File: src/sv/dpft_ram.sv
// Generic single-write, single-read synchronous RAM with a registered read port.
// No dependencies.
module dpft_ram #(
  parameter int WIDTH = 8,
  parameter int DEPTH = 256
) (
  input  logic                     clk,
  input  logic                     we,
  input  logic [$clog2(DEPTH)-1:0] waddr,
  input  logic [WIDTH-1:0]         wdata,
  input  logic                     re,
  input  logic [$clog2(DEPTH)-1:0] raddr,
  output logic [WIDTH-1:0]         rdata
);

  logic [WIDTH-1:0] mem [DEPTH];

  // write port
  always_ff @(posedge clk) begin
    if (we) begin
      mem[waddr] <= wdata;
    end
  end

  // registered read port
  always_ff @(posedge clk) begin
    if (re) begin
      rdata <= mem[raddr];
    end
  end

endmodule

File: config.mk
export PLATFORM = sky130hd
export DESIGN_NAME = dpft_ram
export DESIGN_NICKNAME = d
export VERILOG_FILES = /design/src/sv/dpft_ram.sv
export SDC_FILE = /design/constraint.sdc
export NUM_CORES = 2
export LEC_CHECK = 0
export ABC_CLOCK_PERIOD_IN_PS = 3600
export BUFFER_PORTS_ARGS = -buffer_cell sky130_fd_sc_hd__clkbuf_2
export CORE_ASPECT_RATIO = 1.75
export CORE_MARGIN = 4
export CORE_UTILIZATION = 68
export DETAILED_ROUTE_END_ITERATION = 8
export PLACE_DENSITY_LB_ADDON = 0.25
export RECOVER_POWER = 100
export SLEW_MARGIN = 20
export SYNTH_ARGS = -nofsm -noshare
export SYNTH_HDL_FRONTEND = slang
export SYNTH_SLANG_ARGS = --single-unit
File: constraint.sdc
create_clock -name clk -period 3.6 [get_ports clk]
set_input_delay 0.18 -clock clk [delete_from_list [all_inputs] [get_ports clk]]
set_output_delay 0.18 -clock clk [all_outputs]
set_load 0.01 [all_outputs]
==> results.yml <==
cts:
  numCtsBuffers: 167
  clk_latency_ns: 0.83
  cts_root_buffer: "clkbuf_16"
  htree_levels: 4
  cts_tree: "built"
  post_cts_resized: 0
  cts.sinks: 2056
  clkTransAtPathRegs_ns: 0.07
  post_cts_buffers: 0
  clock_path_buffers: 3
detailed_routing:
  finalWirelength_um: 208000
  drtPass1Iterations: 8
  via_count: 41096
  vias_per_cell: 7.29
  drc: 0
  routedWlPerCell_um: 36.8
  ant_nets: 0
  drtIter0Drc: 6535
cells_and_area:
  fin_util_pct: 75.7
  layoutNonFillerInstCount: 5635
  drive_gt1_share_pct: 21.9
  nets: 4014
  final_cell_mix: "edfxtp_1, mux4_2, nor2_1, clkbuf_16, clkbuf_1"
  syn2layout_area_growth_pct: 10.3
  final_common_cell: "edfxtp_1"
floorplanning:
  start_util_pct: 68.6
  die_y_um: 461
  coreArea_um2: 116000
  die-area_um2: 123000
  num_io_pins: 35
  placementRows: 165
  die_x_um: 267
power:
  p_total_w: 0.0474
  p_leak_nw: 27.1
  ir_drop_uv: 502
  p_per_area_nw_per_um2: 540
flow_run:
  max_cap_viol_count: 25
sta:
  finalCriticalPeriod_ns: 3.47
  finalCritPeriodShare_pct: 96.3
  finalHoldViolCount: 0
  worst_slack_ns: 0.132
  tightest_slew_ns: 3.78
  slew_headroom_pct: -152
  skew_ns: 0.0443
  setup-violations-final: 0
  clock.fmax_mhz: 288
  holdWs_ns: 0.118
  rsz0062_at_grt: "false"
  maxSlewViolCount: 942
global_routing:
  grt_overflow: 0
  track_usage_pct: 34.6
  antenna_found_initial: 8
  grt_max_degree: 152
  grt_pass1_wl_um: 299000
  grt_pass1_vias: 41978
yosys:
  synth_area_um2: 79600
  synthArstFlopShare_pct: 0
  yosysWarnings: 0
  ys_types: 54
  synthesis.nets: 3760
  synth-edff-count: 2056
  yosysSeqAreaShare_pct: 77.5
  synth_xor_area_share_pct: 0
  synth-compound-area-share_pct: 3.42
  ys_ff_latch: 2056
  avgSynthCellArea_um2: 21.3
  synth_top_flop_cell: "edfxtp_1"
  synth_top_family_by_area: "multiplexers"
  synth_fa_ha_area_share_pct: 0
  synth-simple-area-share_pct: 2.63
  synthMuxAreaShare_pct: 14.6
  synthesis.instances: 3733
worst_setup_path:
  cp-start-kind: "register"
  crit_slowest_cell: "a221oi_1"
  end_kind: "register"
  required_ns: 4.10
  crit_fanout: 1
  path_cells: "mux4_2 -> a22o_1 -> a221oi_1 -> buf_4 -> o32ai_1 -> nor3_1 -> nor4_1"
  arrival_ns: 3.96
  critical_path_class: "register to register"
  crit_path_max_incr_delay_ns: 0.79
placement:
  dp_hpwl_um: 128000
  portBuffers: 34
  post-place-cells: 5314
  place_ws_ns: -0.488
  gp_congestion: 0.907
worst_hold_path:
  hold_class: "primary input to register"
outcome:
  outcome: "finished, violations left"
  violations: "capacitance limit, slew limit"
repair_timing:
action,4_1_cts,5_1_grt
hold buffers,5,1
hold endpoints to repair,201,38
setup endpoints to repair,0,0
registers in the layout (all words and copies together) (netlist names):
register  flops
mem        2048
rdata         8
path summary, 6_finish.rpt:
kind	startpoint	endpoint	slack (ns)	cells after the start
worst min register to register	mem[40][3]	rdata[3]	1.07	6
worst max register to register	mem[211][3]	rdata[3]	0.13	7
worst max-delay path	mem[211][3]	rdata[3]	0.13	7
worst min-delay path	waddr[2]	mem[222][7]	0.12	3
layout make-up:
type,instances,area [um2]
clock inverters,104,1000
fillers,5995,28200
diodes,9,22.5
repair buffers,318,2240
well taps,1503,1880
flip-flops and latches,2056,61700
inverters,2,7.51
multi-input cells,1442,16500
clock buffers,201,4460
stage by stage:
stage / cell area (um2) / setup TNS [ns]
after detailed placement: 82800 / -1.31
after floorplan: 79600 / 0
after global placement: 82800 / -1.32
after CTS: 88400 / 0
final: 87800 / 0
after global routing: 87800 / 0
critical path, delay by kind of cell, from the launching register on:
family	cells	cell delay [ns]
AOI/OAI and AO/OA	3	1.26
and+or+nand+nor	2	0.70
muxes	1	0.49
DFF	1	0.39
buffers and inverters	1	0.29
metal layers:
layer  track usage, %  routed length (um)
met3             6.80               21300
met1             42.3               63700
met4             24.2               19500
met2             56.1              103000
met5                0                  13
power breakdown:
group          switching (W)  leakage (nW)  internal (W)
sequential         0.0000399          18.5        0.0264
combinational        0.00167          6.01      0.000861
clock                0.00835          2.65        0.0101
cell families after synthesis:
kind of cell / Yosys count
multiplexers: 591
AND/OR/NAND/NOR: 466
AO/OA/AOI/OAI: 385
flip-flops: 2056
buffers and inverters: 235
cells in the mapped netlist, types with 5 or more instances:
| master | number | area, um2 |
|---|---|---|
| nand2_1 | 33 | 124 |
| a211oi_1 | 16 | 120 |
| nor2_1 | 282 | 1060 |
| nor2b_1 | 31 | 194 |
| nand4_1 | 10 | 62.6 |
| mux2i_1 | 134 | 1340 |
| a221oi_1 | 13 | 114 |
| buf_4 | 27 | 203 |
| buf_8 | 13 | 195 |
| nand2b_1 | 8 | 50.1 |
| nand3_1 | 34 | 170 |
| nor3_1 | 22 | 110 |
| nor4_1 | 24 | 150 |
| mux4_2 | 454 | 10200 |
| buf_1 | 22 | 82.6 |
| a22o_1 | 8 | 70.1 |
| o211ai_1 | 10 | 75.1 |
| buf_6 | 21 | 236 |
| a22oi_1 | 133 | 998 |
| buf_12 | 8 | 160 |
| edfxtp_1 | 2056 | 61700 |
| a21oi_1 | 96 | 480 |
| and2_1 | 6 | 37.5 |
| o22a_1 | 5 | 43.8 |
| o21ai_0 | 10 | 50.1 |
| o22ai_1 | 28 | 175 |
| buf_2 | 31 | 155 |
| clkbuf_1 | 111 | 417 |
| o221ai_1 | 46 | 403 |
Note: power is estimated with default switching activity, not from simulation.
